**src/hdl/riff_wave_stream_parser_assert.svh**
```systemverilog
// ---------------------------------------------------------------------------
// RIFF WAVE stream parser assertion macros
// Concurrent assertion wrappers on clk, one disabled by arst_n; empty under synthesis.
// ---------------------------------------------------------------------------
`ifndef RIFF_WAVE_STREAM_PARSER_ASSERT_SVH
`define RIFF_WAVE_STREAM_PARSER_ASSERT_SVH
`ifndef SYNTHESIS
`define RWSP_ASSERT(label, prop) \
	label: assert property (@(posedge clk) disable iff (!arst_n) prop) \
		else $error("%m: assertion failed");
`define RWSP_ASSERT_ALWAYS(label, prop) \
	label: assert property (@(posedge clk) prop) \
		else $error("%m: assertion failed");
`else
`define RWSP_ASSERT(label, prop)
`define RWSP_ASSERT_ALWAYS(label, prop)
`endif
`endif

```
**src/hdl/rwsp_pkg.sv**
```systemverilog
// ---------------------------------------------------------------------------
// RIFF WAVE stream parser package
// Item types, result codes and queue sizing shared by the parser files.
// ---------------------------------------------------------------------------
package rwsp_pkg;

	localparam int QUEUE_DEPTH = 4;
	localparam int PTR_W = $clog2(QUEUE_DEPTH);
	localparam int CNT_W = $clog2(QUEUE_DEPTH + 1);

	localparam logic [1:0] KIND_SAMPLE = 2'd0;
	localparam logic [1:0] KIND_FORMAT = 2'd1;
	localparam logic [1:0] KIND_FINISH = 2'd2;
	localparam logic [1:0] KIND_ERROR  = 2'd3;

	localparam logic [2:0] STATUS_OK        = 3'd0;
	localparam logic [2:0] STATUS_NOT_RIFF  = 3'd1;
	localparam logic [2:0] STATUS_NOT_WAVE  = 3'd2;
	localparam logic [2:0] STATUS_FMT_EXT   = 3'd3;
	localparam logic [2:0] STATUS_TRUNCATED = 3'd4;

	typedef struct packed {
		logic [7:0] data_byte;
		logic       last_byte;
	} in_item_t;

	typedef struct packed {
		logic [1:0]  result_kind;
		logic [7:0]  sample_byte;
		logic [15:0] channel_count;
		logic [31:0] sample_rate;
		logic [15:0] bits_per_sample;
		logic [31:0] data_length;
		logic [2:0]  status;
		logic        last_of_item;
	} out_item_t;

	typedef struct packed {
		logic [1:0] count;
		out_item_t  first;
		out_item_t  second;
	} push_t;

endpackage

```
**src/hdl/rwsp_parser_core.sv**
```systemverilog
// ---------------------------------------------------------------------------
// RIFF WAVE parser core
// Holds the parse state and turns one accepted byte into up to two results.
// ---------------------------------------------------------------------------
`include "riff_wave_stream_parser_assert.svh"

module rwsp_parser_core (
	input  logic              clk,
	input  logic              arst_n,
	input  logic              accept,
	input  rwsp_pkg::in_item_t item,
	output rwsp_pkg::push_t   push
);
	import rwsp_pkg::*;

	typedef enum logic [3:0] {
		PH_RIFF_TAG,
		PH_RIFF_SIZE,
		PH_WAVE_TAG,
		PH_CHUNK_ID,
		PH_CHUNK_SIZE,
		PH_FMT_BODY,
		PH_AFTER_FMT,
		PH_CBSIZE_HI,
		PH_DATA_BODY,
		PH_SKIP_BODY,
		PH_DONE
	} phase_t;

	localparam logic [31:0] TAG_RIFF = 32'h4646_4952;
	localparam logic [31:0] TAG_WAVE = 32'h4556_4157;
	localparam logic [31:0] TAG_FMT  = 32'h2074_6D66;
	localparam logic [31:0] TAG_DATA = 32'h6174_6164;

	phase_t      phase_q, ph;
	logic [4:0]  pos_q, pos;
	logic [31:0] rem_q, rem;
	logic [31:0] tag_q, tag;
	logic [31:0] fld_q, fld;
	logic [15:0] chan_q, chan;
	logic [31:0] rate_q, rate;
	logic [15:0] depth_q, depth;
	logic [31:0] dlen_q, dlen;
	logic        e0_v, e1_v;
	logic [1:0]  e0_kind, e1_kind;
	logic [7:0]  e0_sample;
	logic [2:0]  e0_status, e1_status;
	out_item_t   r0, r1;
	logic [7:0]  b;

	function automatic logic is_letter(input logic [7:0] v);
		return ((v >= 8'h41) && (v <= 8'h5A)) || ((v >= 8'h61) && (v <= 8'h7A));
	endfunction

	assign b = item.data_byte;

	always_comb begin
		ph = phase_q;
		pos = pos_q;
		rem = rem_q;
		tag = tag_q;
		fld = fld_q;
		chan = chan_q;
		rate = rate_q;
		depth = depth_q;
		dlen = dlen_q;
		e0_v = 1'b0;
		e0_kind = KIND_SAMPLE;
		e0_sample = 8'd0;
		e0_status = STATUS_OK;
		e1_v = 1'b0;
		e1_kind = KIND_FINISH;
		e1_status = STATUS_OK;

		if (ph == PH_AFTER_FMT && is_letter(b)) begin
			ph = PH_CHUNK_ID;
			pos = 5'd0;
		end

		case (ph)
			PH_RIFF_TAG, PH_WAVE_TAG: begin
				tag = {b, tag[31:8]};
				pos = pos + 5'd1;
				if (pos >= 5'd4) begin
					pos = 5'd0;
					if (ph == PH_RIFF_TAG) begin
						if (tag == TAG_RIFF) begin
							ph = PH_RIFF_SIZE;
						end else begin
							e0_v = 1'b1;
							e0_kind = KIND_ERROR;
							e0_status = STATUS_NOT_RIFF;
							ph = PH_DONE;
						end
					end else begin
						if (tag == TAG_WAVE) begin
							ph = PH_CHUNK_ID;
						end else begin
							e0_v = 1'b1;
							e0_kind = KIND_ERROR;
							e0_status = STATUS_NOT_WAVE;
							ph = PH_DONE;
						end
					end
				end
			end
			PH_RIFF_SIZE: begin
				pos = pos + 5'd1;
				if (pos >= 5'd4) begin
					pos = 5'd0;
					ph = PH_WAVE_TAG;
				end
			end
			PH_CHUNK_ID: begin
				if (pos == 5'd0 && !is_letter(b)) begin
					e0_v = 1'b1;
					e0_kind = KIND_FINISH;
					ph = PH_DONE;
				end else begin
					tag = {b, tag[31:8]};
					pos = pos + 5'd1;
					if (pos >= 5'd4) begin
						pos = 5'd0;
						ph = PH_CHUNK_SIZE;
					end
				end
			end
			PH_CHUNK_SIZE: begin
				fld = {b, fld[31:8]};
				pos = pos + 5'd1;
				if (pos >= 5'd4) begin
					pos = 5'd0;
					rem = fld;
					if (tag == TAG_FMT) begin
						ph = PH_FMT_BODY;
					end else if (tag == TAG_DATA) begin
						dlen = fld;
						ph = (fld != 32'd0) ? PH_DATA_BODY : PH_CHUNK_ID;
					end else begin
						ph = (fld != 32'd0) ? PH_SKIP_BODY : PH_CHUNK_ID;
					end
				end
			end
			PH_FMT_BODY: begin
				case (pos)
					5'd2:  chan = {8'd0, b};
					5'd3:  chan[15:8] = b;
					5'd4:  rate = {24'd0, b};
					5'd5:  rate[15:8] = b;
					5'd6:  rate[23:16] = b;
					5'd7:  rate[31:24] = b;
					5'd14: depth = {8'd0, b};
					5'd15: depth[15:8] = b;
					default: ;
				endcase
				pos = pos + 5'd1;
				if (pos >= 5'd16) begin
					pos = 5'd0;
					e0_v = 1'b1;
					e0_kind = KIND_FORMAT;
					ph = PH_AFTER_FMT;
				end
			end
			PH_AFTER_FMT: begin
				fld = {24'd0, b};
				ph = PH_CBSIZE_HI;
			end
			PH_CBSIZE_HI: begin
				fld = {16'd0, b, fld[7:0]};
				if (fld == 32'd0) begin
					ph = PH_CHUNK_ID;
					pos = 5'd0;
				end else begin
					e0_v = 1'b1;
					e0_kind = KIND_ERROR;
					e0_status = STATUS_FMT_EXT;
					ph = PH_DONE;
				end
			end
			PH_DATA_BODY: begin
				e0_v = 1'b1;
				e0_kind = KIND_SAMPLE;
				e0_sample = b;
				rem = rem - 32'd1;
				if (rem == 32'd0) begin
					ph = PH_CHUNK_ID;
				end
			end
			PH_SKIP_BODY: begin
				rem = rem - 32'd1;
				if (rem == 32'd0) begin
					ph = PH_CHUNK_ID;
				end
			end
			default: begin
				ph = PH_DONE;
			end
		endcase

		if (item.last_byte) begin
			if ((ph == PH_CHUNK_ID && pos == 5'd0) || ph == PH_AFTER_FMT) begin
				e1_v = 1'b1;
				e1_kind = KIND_FINISH;
			end else if (ph != PH_DONE) begin
				e1_v = 1'b1;
				e1_kind = KIND_ERROR;
				e1_status = STATUS_TRUNCATED;
			end
		end

		r0.result_kind = e0_kind;
		r0.sample_byte = e0_sample;
		r0.channel_count = chan;
		r0.sample_rate = rate;
		r0.bits_per_sample = depth;
		r0.data_length = dlen;
		r0.status = e0_status;
		r0.last_of_item = !e1_v;

		r1 = r0;
		r1.result_kind = e1_kind;
		r1.sample_byte = 8'd0;
		r1.status = e1_status;
		r1.last_of_item = 1'b1;

		push.first = e0_v ? r0 : r1;
		push.second = r1;
		push.count = accept ? (2'({1'b0, e0_v}) + 2'({1'b0, e1_v})) : 2'd0;
	end

	always_ff @(posedge clk or negedge arst_n) begin
		if (!arst_n) begin
			phase_q <= PH_RIFF_TAG;
			pos_q <= 5'd0;
			rem_q <= 32'd0;
			tag_q <= 32'd0;
			fld_q <= 32'd0;
			chan_q <= 16'd0;
			rate_q <= 32'd0;
			depth_q <= 16'd0;
			dlen_q <= 32'd0;
		end else if (accept) begin
			if (item.last_byte) begin
				phase_q <= PH_RIFF_TAG;
				pos_q <= 5'd0;
				rem_q <= 32'd0;
				tag_q <= 32'd0;
				fld_q <= 32'd0;
				chan_q <= 16'd0;
				rate_q <= 32'd0;
				depth_q <= 16'd0;
				dlen_q <= 32'd0;
			end else begin
				phase_q <= ph;
				pos_q <= pos;
				rem_q <= rem;
				tag_q <= tag;
				fld_q <= fld;
				chan_q <= chan;
				rate_q <= rate;
				depth_q <= depth;
				dlen_q <= dlen;
			end
		end
	end

	`RWSP_ASSERT(a_two_results_only_on_last, (push.count == 2'd2) |-> item.last_byte)
	`RWSP_ASSERT(a_pos_in_range, pos_q < 5'd16)
	`RWSP_ASSERT(a_last_returns_to_start,
		(accept && item.last_byte) |=> (phase_q == PH_RIFF_TAG && pos_q == 5'd0))
	`RWSP_ASSERT(a_data_body_nonzero, (phase_q == PH_DATA_BODY) |-> (rem_q != 32'd0))

endmodule

```
**src/hdl/rwsp_result_fifo.sv**
```systemverilog
// ---------------------------------------------------------------------------
// RIFF WAVE result queue
// Small register queue: takes up to two results per cycle, sends one if ready.
// ---------------------------------------------------------------------------
`include "riff_wave_stream_parser_assert.svh"

module rwsp_result_fifo (
	input  logic               clk,
	input  logic               arst_n,
	input  rwsp_pkg::push_t    push,
	output logic               room,
	output logic               result_valid,
	input  logic               result_ready,
	output rwsp_pkg::out_item_t result_item
);
	import rwsp_pkg::*;

	out_item_t        entries [QUEUE_DEPTH];
	logic [PTR_W-1:0] wr_q, rd_q, wr_next;
	logic [CNT_W-1:0] count_q;
	logic             pop;

	assign wr_next = wr_q + PTR_W'(1);
	assign pop = result_valid && result_ready;
	assign result_valid = (count_q != '0);
	assign result_item = entries[rd_q];
	assign room = (count_q <= CNT_W'(QUEUE_DEPTH - 2));

	always_ff @(posedge clk) begin
		if (push.count != 2'd0) begin
			entries[wr_q] <= push.first;
		end
		if (push.count == 2'd2) begin
			entries[wr_next] <= push.second;
		end
	end

	always_ff @(posedge clk or negedge arst_n) begin
		if (!arst_n) begin
			wr_q <= '0;
			rd_q <= '0;
			count_q <= '0;
		end else begin
			wr_q <= wr_q + PTR_W'(push.count);
			if (pop) begin
				rd_q <= rd_q + PTR_W'(1);
			end
			count_q <= count_q + CNT_W'(push.count) - CNT_W'(pop);
		end
	end

	`RWSP_ASSERT(a_count_bounded, count_q <= CNT_W'(QUEUE_DEPTH))
	`RWSP_ASSERT(a_ptrs_match_count, PTR_W'(wr_q - rd_q) == PTR_W'(count_q))
	`RWSP_ASSERT(a_push_two_grows,
		(push.count == 2'd2 && !pop) |=> (count_q == CNT_W'($past(count_q) + CNT_W'(2))))
	`RWSP_ASSERT(a_pop_only_shrinks,
		(push.count == 2'd0 && pop) |=> (count_q == CNT_W'($past(count_q) - CNT_W'(1))))

endmodule

```
**src/hdl/riff_wave_stream_parser.sv**
```systemverilog
// ---------------------------------------------------------------------------
// RIFF WAVE stream parser
// Parses a RIFF WAVE byte stream into sample, format, finish and error results.
// ---------------------------------------------------------------------------
// Bytes of the file arrive on the byte channel, one item per byte, with
// last_byte set on the final byte. Results leave on the result channel:
// sample bytes of the data chunk, a format report after the fmt body,
// a finish item, or an error item with its status code.
// One byte is taken every cycle while the queue has room; the parse state is
// updated in the same cycle, so there is no dependency stall between bytes.
// Each result is written into the queue when its byte is taken. The final
// byte of a file may cause two results; both are queued and leave in order.
// Results wait in a four-entry queue; the byte channel stays ready while the
// queue has room for two results, so a stalled receiver blocks input once the
// queue holds more than two results.
// Reset clears the parse state to expect a RIFF tag and empties the queue.
// ---------------------------------------------------------------------------
module riff_wave_stream_parser (
	input  logic                clk,
	input  logic                arst_n,
	input  logic                byte_valid,
	output logic                byte_ready,
	input  rwsp_pkg::in_item_t  byte_item,
	output logic                result_valid,
	input  logic                result_ready,
	output rwsp_pkg::out_item_t result_item
);
	import rwsp_pkg::*;

	push_t push;
	logic  accept;

	assign accept = byte_valid && byte_ready;

	rwsp_parser_core u_core (
		.clk    (clk),
		.arst_n (arst_n),
		.accept (accept),
		.item   (byte_item),
		.push   (push)
	);

	rwsp_result_fifo u_fifo (
		.clk          (clk),
		.arst_n       (arst_n),
		.push         (push),
		.room         (byte_ready),
		.result_valid (result_valid),
		.result_ready (result_ready),
		.result_item  (result_item)
	);

endmodule
```
**config.mk**
```make
export PLATFORM = sky130hd
export DESIGN_NAME = riff_wave_stream_parser
export DESIGN_NICKNAME = d
export VERILOG_FILES = /design/src/hdl/rwsp_pkg.sv /design/src/hdl/rwsp_parser_core.sv /design/src/hdl/rwsp_result_fifo.sv /design/src/hdl/riff_wave_stream_parser.sv
export VERILOG_INCLUDE_DIRS = /design/src /design/src/hdl
export SDC_FILE = /design/constraint.sdc
export NUM_CORES = 1
export LEC_CHECK = 0
export BUFFER_PORTS_ARGS = -buffer_cell sky130_fd_sc_hd__clkbuf_2
export CORE_MARGIN = 2
export CORE_UTILIZATION = 60
export DETAILED_ROUTE_END_ITERATION = 8
export GPL_ROUTABILITY_DRIVEN = 0
export HOLD_SLACK_MARGIN = 0.15
export PLACE_DENSITY = 0.77
export SETUP_SLACK_MARGIN = 0.02
export SYNTH_ARGS = -nofsm -noshare
export SYNTH_HDL_FRONTEND = slang
export SYNTH_SLANG_ARGS = --single-unit
```
**constraint.sdc**
```tcl
create_clock -name clk -period 9.27 [get_ports clk]
set_clock_uncertainty 0.1 [all_clocks]
set_input_delay 1.854 -clock clk [delete_from_list [all_inputs] [get_ports clk]]
set_output_delay 1.854 -clock clk [all_outputs]
set_load 0.05 [all_outputs]
```
After elaboration in Yosys (flattened, before gate mapping) --
Memory sizes are Yosys's and may differ from the RTL's. Cells that the tools add are included.
Operators by class: add/sub/neg operators 8, reduce and logical (&&, ||, !) cells 30, eq/ne operators 29, muxes and demuxes 90, magnitude comparators 7
Operators by type and width (number):
- 32-bit two-way mux | 12
- 32-bit one-hot mux with 2 select lines | 2
- 110-bit two-way mux | 1
- 32-bit by 31-bit == test with 1-bit output, second input constant | 3
- 32-bit one-hot mux with 3 select lines | 1
- 8-bit one-hot mux with 2 select lines | 5
- 4-bit two-way mux | 17
- 16-bit two-way mux | 4
- 32-bit by 30-bit == test with 1-bit output, second input constant | 1
- 32-bit zero test | 1
- 8-bit two-way mux | 4
- 4-bit one-hot mux with 8 select lines | 1
- 32-bit nonzero test | 1
- 32-bit by 1-bit subtractor with 32-bit output, second input constant | 1
- 5-bit two-way mux | 6
- 4-bit by 3-bit == test with 1-bit output, second input constant | 6
- 2-bit two-way mux | 11
- 5-bit by 3-bit == test with 1-bit output, second input constant | 4
- 5-bit one-hot mux with 4 select lines | 1
- 1-bit two-way mux | 17
- 8-bit by 7-bit >= comparator with 1-bit output, second input constant | 2
- 8-bit by 7-bit <= comparator with 1-bit output, second input constant | 2
- 16-bit zero test | 1
- 3-bit two-way mux | 5
- other kinds (34) | 55
Word-level totals: bits in writable memories 440, register bits 208, memories kept 1, output and inout bits 112, word-level logic and storage cells 178
Memory list:
- u_fifo.entries | words 4, width 110, read ports 1, clocked after Yosys merged registers in 0, write ports 2, line rwsp_result_fifo.sv:18 | out_item_t entries [QUEUE_DEPTH];

Longest topological paths before layout --
Gate-level depths: netlist of the first run.
word-level depth 20, gate-level depth with buffers 23, mapped depth without buffers 18

Cells and area by module --
A second synthesis of the first run with hierarchy kept.
Second synthesis, totals: cell total of the unflattened synthesis 2318, area total of the unflattened synthesis 34290.4 sq um
Modules (own cells, without submodules):
- rwsp_result_fifo | area each 22505.3 sq um, instances 1, cells an instance 1104
- rwsp_parser_core | area each 11778.8 sq um, instances 1, cells an instance 1213
- riff_wave_stream_parser | area each 6.3 sq um, instances 1, cells an instance 1

Least setup slack after synthesis of the first run --
Ideal clock, no wire load.
kind input to register, start input byte_item[4] (netlist name), end memory u_fifo.entries[2][108] (netlist name) (enable), stages 20, slack 1075 ps, buffers on the path 5, arrival time 7642 ps, cells stage by stage clkbuf_1 -> nor4_2 -> a21oi_1 -> nand2_1 -> clkbuf_1 -> and2_1 -> ha_1 -> clkbuf_1 -> and4_1 -> ha_1 -> clkbuf_1 -> o21ai_2 -> a221oi_1 -> nand2_1 -> ha_1 -> nand2b_1 -> o22a_1 -> nand2b_1 -> clkbuf_1 -> inv_1
RTL lines:
- start: declaration | line riff_wave_stream_parser.sv:23 | input rwsp_pkg::in_item_t byte_item,
- end: declaration | line rwsp_result_fifo.sv:18

==> impl_results.md, run 1 <==
- Status: finished, final reports clean
- Worst skew pair latency: 0.61 ns
- Yosys Warn Count: 0
- Largest net degree at the start of global routing: 101
- IO Pins: 125
- Hold Vio Cnt, Final: 0
- Area Overhead vs Synth: 11.0%
- PortBufs: 124
- Drt initial violations: 2584
- Area of the die: 50000 sq um
- Design area: 32100 sq um
- Total gr overflow: 0
- Routed wire length: 73100 um
- Die Y: 224 um
- Flop and latch count out of synthesis: 648
- Logic pwr share: 37.3%
- Pre-antenna DRT Iters: 8
- DR DRC count: 0
- Register area share after synthesis: 62.0%
- # setup viols final: 0
- Top_reg_cell synth: edfxtp_1
- Top post-synthesis cells by area: edfxtp_1 41%, dfrtp_1 18%, mux4_2 8.6%
- Synth Area in XOR/XNOR: 0.545%
- Initial antenna violation count: 1
- Final WS setup: 1.47 ns
- Clock buffer depth: 3
- Crit path max fanout: 65
- Hold Slack: 0.350 ns
- Fillers: 3417
- HP Class: flop to flop
- Std cell rows: 80
- Sink Count: 648
- CTS tree: built
- Synth area leader: edfxtp_1
- DR vias/cell: 6.47
- Net Sw Frac: 40.7%
- Placed Cells incl. Taps: 3000
- Clock-pin slew on the worst setup and hold paths: 0.06 ns
- Post-CTS Setup Repair Bufs: 0
- FMAX: 128 MHz
- Crit path DAT: 7.94 ns
- Largest family of logic cells by synthesized area: simple AND/OR/NAND/NOR gates
- Drt wl/cell: 23.4 um
- Resize count post-CTS: 0
- Simple-Gate Fraction of Synth Area: 13.4%
- Slew headroom: 20.3%
- Core Box Area: 47600 sq um
- H-tree levels: 3
- Gr usage total: 29.7%
- IR drop worst, VDD: 0.000247 V
- Post-synth EDFFs: 392
- WS Path Type: input port to flop
- Slew @ Worst Pin: 1.19 ns
- Fin util: 67.4%
- Hpwl dp: 42000 um
- Startpoint class of the critical path: input port
- RSZ-0062 raised after global routing: false
- CTS root buffer: clkbuf_16
- Worst Path Required: 9.41 ns
- First-pass GRT wire length: 114000 um
- Pwr Density: 331 nW/um^2
- Syn nets: 2433
- Cell Int Power: 6.30 mW
- Setup_tns: 0 ns
- Vias in the first global route: 20100
- Ys async rst share: 32.1%
- Period minus WS final: 7.80 ns
- Clock network fraction of design power: 25.4%
- Flop pwr share: 37.3%
- Sequential cell area: 17900 sq um
- Slew Viols, Final: 0
- Tcrit/Tclk final: 84.1%
- Synth Area in Compound Gates: 10.1%
- Area taken by multi-input logic gates: 10200 sq um
- Layout Cells excl Fill: 3124
- Cell Area, Synth: 28900 sq um
- Pleak: 11.9 nW
- Pwr Total: 10.6 mW
- Mux share of post-synthesis cell area: 10.5%
- Post-place setup slack: 1.09 ns
- CTS Hold Bufs: 0
- Final nets: 2479
- DP Area: 29900 sq um
- Max Cap Viol: 0
- Setup crit end kind: flop
- Initial core utilization: 60.7%
- Adder and majority gate portion of the synthesized area: 0.588%
- Die width: 224 um
- Routed Antenna Nets: 0
- Top cell type's share of synthesized area: 40.7%
- Netlist cell types: 93
- Num CTS Buffers: 66
- Syn Area/Cell: 12.0 sq um
- Synth Instances: 2407
- Via count: 20200
- Share of cells above drive strength 1: 16.0%
- Net Sw Power: 4.33 mW
routing by layer:
layer	routed length, um	GRT usage (%)	share of wire, %	up-vias
li1	-	-	-	8870
met1	28600	40.0	39	10200
met2	36400	49.4	50	994
met3	5830	4.51	8.0	157
met4	2170	11.6	3.0	0
met5	0	0	0	-
critical path, cell delays in order:
cell and delay [ns]:
clkbuf_2 0.39, nor4_2 0.54, a21oi_1 0.15, nand2_1 0.30, nand2_1 0.17, inv_1 0.11, ha_1 0.34, o211ai_1 0.14
a21oi_1 0.33, o21ai_2 0.22, a221oi_1 0.51, nand2_1 0.25, ha_1 0.45, nand2b_1 0.22, a21oi_1 0.38, nand2_4 0.42
inv_4 0.58, buf_12 0.36
layout make-up:
class / instances / share of cell area, %
Inverter: 24 / 0.312
Sequential cell: 648 / 55.9
Clock buffer: 96 / 5.92
Timing Repair Buffer: 150 / 2.76
Antenna cell: 2 / 0.0156
Multi-Input combinational cell: 1563 / 31.8
Clock inverter: 26 / 0.908
Tap cell: 615 / 2.40
final timing paths:
check / from / to / slack (ns) / cells past startpoint
worst max-delay path: byte_item[5] / u_fifo.entries[3][31] / 1.47 / 18
worst min-delay path: u_fifo.entries[0][101] / u_fifo.entries[0][101] / 0.35 / 2
worst max register to register: u_core.phase_q[2] / u_fifo.entries[3][31] / 2.51 / 17
worst min register to register: u_fifo.entries[0][101] / u_fifo.entries[0][101] / 0.35 / 2
max in group asynchronous: arst_n / u_core.dlen_q[30] / 6.49 / 2
min in group asynchronous: arst_n / u_core.dlen_q[14] / 1.18 / 1
cell families after synthesis:
logic type,count (synthesis)
xor gates and xnor gates,18
AOI/OAI and AO/OA,472
DFF,648
adders and majority gates,13
muxes,166
and+or+nand+nor,894
buffers and inverters,196
sequential cells by signal, summed over array words and instances (netlist names):
signal	count
u_fifo.entries	440
u_core.dlen_q	32
u_core.fld_q	32
u_core.rate_q	32
u_core.rem_q	32
u_core.tag_q	32
u_core.chan_q	16
u_core.depth_q	16
u_core.pos_q	5
u_core.phase_q	4
u_fifo.count_q	3
u_fifo.rd_q	2
u_fifo.wr_q	2
cells in the final DEF (no fill, tap or decap), types with 6 or more instances in the layout:
master     netlist  final
and3_1           9      9
nor4_1          24     24
a31oi_1          6      6
o31ai_1         17     17
or3_1            8      8
buf_4            4     21
and2_1          11     11
o22ai_1          8      8
o22a_1           8      8
mux4_2         110    110
nor2_1         480    480
clkinv_2         0      8
clkbuf_8         2     10
a21oi_1         64     64
clkinv_1         1      8
nand2_1        260    254
xnor2_1          8      8
clkbuf_1       139     18
nand2b_1        10      9
clkbuf_16        0     68
o21ai_0        230    229
ha_1            12     12
edfxtp_1       392    392
mux2i_1         55     55
a22oi_1         50     50
inv_1           23     19
clkbuf_2         0    123
nand4_1         10     10
dfxtp_1         48     48
dfrtp_1        208    206
nand3_1          6      6
a22o_1          32     32
o21ai_1          7      6
nor3_1          24     24
nor4b_1          8      8
xor2_1          10     10
synth_stat cells, types with 9 or more instances:
cell      count
inv_1        23
dfxtp_1      48
nor3_1       24
nand4_1      10
nand2b_1     10
clkbuf_1    139
a21oi_1      64
o21ai_0     230
and2_1       11
ha_1         12
a22o_1       32
buf_1        18
nand2_1     260
and3_1        9
o31ai_1      17
nor4_1       24
xor2_1       10
dfrtp_1     208
a22oi_1      50
nor2_1      480
edfxtp_1    392
mux4_2      110
mux2i_1      55
power groups by stage:
stage / registers, mW / logic (mW) / clock network, mW
6_report: 3.97 / 3.96 / 2.70
5_1_grt: 4.02 / 4.21 / 2.82
4_1_cts: 3.96 / 3.97 / 2.72
3_5_place_dp: 4.02 / 3.95 / 0
3_3_place_gp: 3.99 / 3.91 / 0
2_1_floorplan: 3.78 / 3.17 / 0
Note: power is estimated with default switching activity, not from simulation.
==> run 2, diff against run 1 <==
==> constraint.sdc (replaced) <==
create_clock -name clk -period 8.1 [get_ports clk]
set_clock_uncertainty 0.1 [all_clocks]
set_input_delay 1.62 -clock clk [delete_from_list [all_inputs] [get_ports clk]]
set_output_delay 1.62 -clock clk [all_outputs]
set_load 0.05 [all_outputs]
==> impl_results.md, run 2 (synthesis results as in run 1) <==
- Via count: 20400 (+0.81%)
- Resize count post-CTS: 0 (unchanged)
- Hold Crit Start: u_fifo.entries[0][105]
- Reg2reg start: u_core.phase_q[2]
- Worst skew pair latency: 0.65 ns (+0.04 ns)
- Clock buffer depth: 3 (unchanged)
- CTS Hold Bufs: 0 (unchanged)
- DR DRC count: 0 (unchanged)
- Vias in the first global route: 20300 (+0.88%)
- Num CTS Buffers: 61 (-7.6%)
- Worst r2r path cells: 16 (-1)
- Crit-path most repeated cell: a21oi_1
- CP cell instances: clkbuf_2, nor4_2, a21oi_1, nand2_1, and2_1, ha_1, o211ai_1, a21oi_1, o21ai_2, a221oi_1, nand2_1, ha_1, nand2b_1, a21oi_1, nand2_4, inv_4, buf_4
- Largest net degree at the start of global routing: 113 (+12%)
- Commonest non-fill, non-tap cells in the layout: 480 x nor2_1, 392 x edfxtp_1, 254 x nand2_1
- Worst Hold Depth: 2 (unchanged)
- Hold Vio Cnt, Final: 0 (unchanged)
- WS Path Type: input port to flop
- DP Area: 30100 sq um (+0.55%)
- Routed wire length: 73700 um (+0.82%)
- Total gr overflow: 0 (unchanged)
- Buffers & Inverters on Critical Path: 3 (-1)
- Fillers: 3332 (-2.5%)
- Area of the die: 50000 sq um (unchanged)
- Logic pwr share: 37.6% (+0.3 points)
- First-pass GRT wire length: 114000 um (about the same)
- Die width: 224 um (unchanged)
- IR drop worst, VDD: 0.000295 V (+20%)
- Sequential cell area: 17900 sq um (unchanged)
- Post-CTS Setup Repair Bufs: 0 (unchanged)
- Initial antenna violation count: 3 (+2)
- Reg-to-reg slack, setup: 2.13 ns (-0.38 ns)
- Core Box Area: 47600 sq um (unchanged)
- Design area: 32200 sq um (+0.41%)
- Share of cells above drive strength 1: 16.7% (+0.71 points)
- Area Overhead vs Synth: 11.5%
- PortBufs: 124 (unchanged)
- Sink Count: 648 (unchanged)
- Final WS setup: 1.38 ns (-0.0900 ns)
- DR vias/cell: 6.52 (+0.78%)
- Clock network fraction of design power: 24.7% (-0.7 points)
- CTS root buffer: clkbuf_16
- Drt initial violations: 2318 (-10%)
- Max Cap Viol: 0 (unchanged)
- IO Pins: 125 (unchanged)
- Period minus WS final: 6.72 ns
- Slew @ Worst Pin: 1.24 ns (+0.0522 ns)
- Pre-antenna DRT Iters: 6 (-2)
- Slew headroom: 16.8% (-3.5 points)
- Drt wl/cell: 23.6 um (+0.79%)
- Cell family with most CP delay: compound AO/OA/AOI/OAI gates
- Area taken by multi-input logic gates: 10200 sq um (unchanged)
- Slew Viols, Final: 0 (unchanged)
- Crit path max fanout: 34 (-48%)
- Pleak: 11.9 nW (+0.50%)
- HP Class: flop to flop
- Routed Antenna Nets: 0 (unchanged)
- Clock-pin slew on the worst setup and hold paths: 0.07 ns (about the same)
- Std cell rows: 80 (unchanged)
- Gr usage total: 29.6% (-0.12 points)
- Status: finished, final reports clean
- Initial core utilization: 60.7% (unchanged)
- Terminus of the critical flop-to-flop path: u_fifo.entries[3][76]
- Net Sw Power: 4.96 mW (+15%)
- H-tree levels: 2 (-1)
- Startpoint class of the critical path: input port
- Worst Path Required: 8.35 ns (-1.06 ns)
- Setup_tns: 0 ns (unchanged)
- # setup viols final: 0 (unchanged)
- CTS tree: built
- RSZ-0062 raised after global routing: false
- Net Sw Frac: 40.8% (+0.078 points)
- Hold Slack: 0.356 ns (+0.00582 ns)
- Placed Cells incl. Taps: 3007 (+0.23%)
- Tcrit/Tclk final: 82.9%
- Hold endpoint: u_fifo.entries[0][105]
- Cell count along the critical path: 17 (-1)
- CP max stage cell: nor4_2
- Flop pwr share: 37.7% (+0.4 points)
- Hpwl dp: 42500 um (+1.2%)
- Cell Int Power: 7.19 mW (+14%)
- Largest Register: u_fifo.entries
- Die Y: 224 um (unchanged)
- Setup crit end kind: flop
- Max reg flops: 440 (unchanged)
- Layout Cells excl Fill: 3125 (+0.032%)
- Final nets: 2481 (+0.081%)
- Fin util: 67.7% (+0.27 points)
- FMAX: 149 MHz
- Commonest non-fill, non-tap cell in the layout: nor2_1
- Post-place setup slack: 0.925 ns (-0.167 ns)
- Pwr Density: 377 nW/um^2 (+14%)
- Pwr Total: 12.2 mW (+14%)
- Crit path DAT: 6.97 ns (-0.97 ns)
- CP peak stage delay: 0.49 ns (-0.09 ns)
-- run 2: changes by cell type in the layout (fill, tap and decap cells not counted), moves of 3 or more --
cell	previous run	this run
buf_12	5	14
clkbuf_1	18	7
clkbuf_16	68	65
clkinv_2	8	13
clkinv_1	8	2
clkbuf_8	10	17
-- run 2: power groups by stage --
stage               clock network (mW)  registers [mW]  logic, mW
floorplan                            0            4.33       3.64
global route                      3.15            4.63       4.82
global placement                     0            4.59       4.48
CTS                               3.03            4.56       4.57
detailed placement                   0            4.62       4.54
finish                            3.01            4.58       4.57
-- run 2: worst max path at each step --
stage	from	to
global placement	byte_item[2]	u_fifo.entries[3][79]
floorplan	byte_item[4]	u_fifo.entries[2][108]
global route	byte_item[2]	u_fifo.entries[3][96]
finish	byte_item[2]	u_fifo.entries[3][76]
detailed placement	byte_item[2]	u_fifo.entries[1][41]
CTS	byte_item[2]	u_fifo.entries[3][35]
-- run 2: layer usage --
layer | part of all wire (%) | global-route usage (%) | vias up
li1 | - | - | 8879
met1 | 39 | 39.5 | 10300
met2 | 50 | 49.6 | 1003
met3 | 8.2 | 4.96 | 159
met4 | 3.1 | 10.4 | 0
met5 | 0 | 0 | -
-- run 2: tightest hold or removal path, stage by stage (launching register included) --
cell	delay [ns]
dfxtp_1	0.32
nand2_1	0.05
o21ai_0	0.05
-- run 2: area by class of cell --
cell class | count | area share, %
Sequential cell | 648 | 55.6
Multi-Input combinational cell | 1563 | 31.7
Clock buffer | 91 | 5.86
Timing Repair Buffer | 157 | 3.26
Tap cell | 615 | 2.39
Clock inverter | 25 | 0.826
Inverter | 24 | 0.310
Antenna cell | 2 | 0.0155
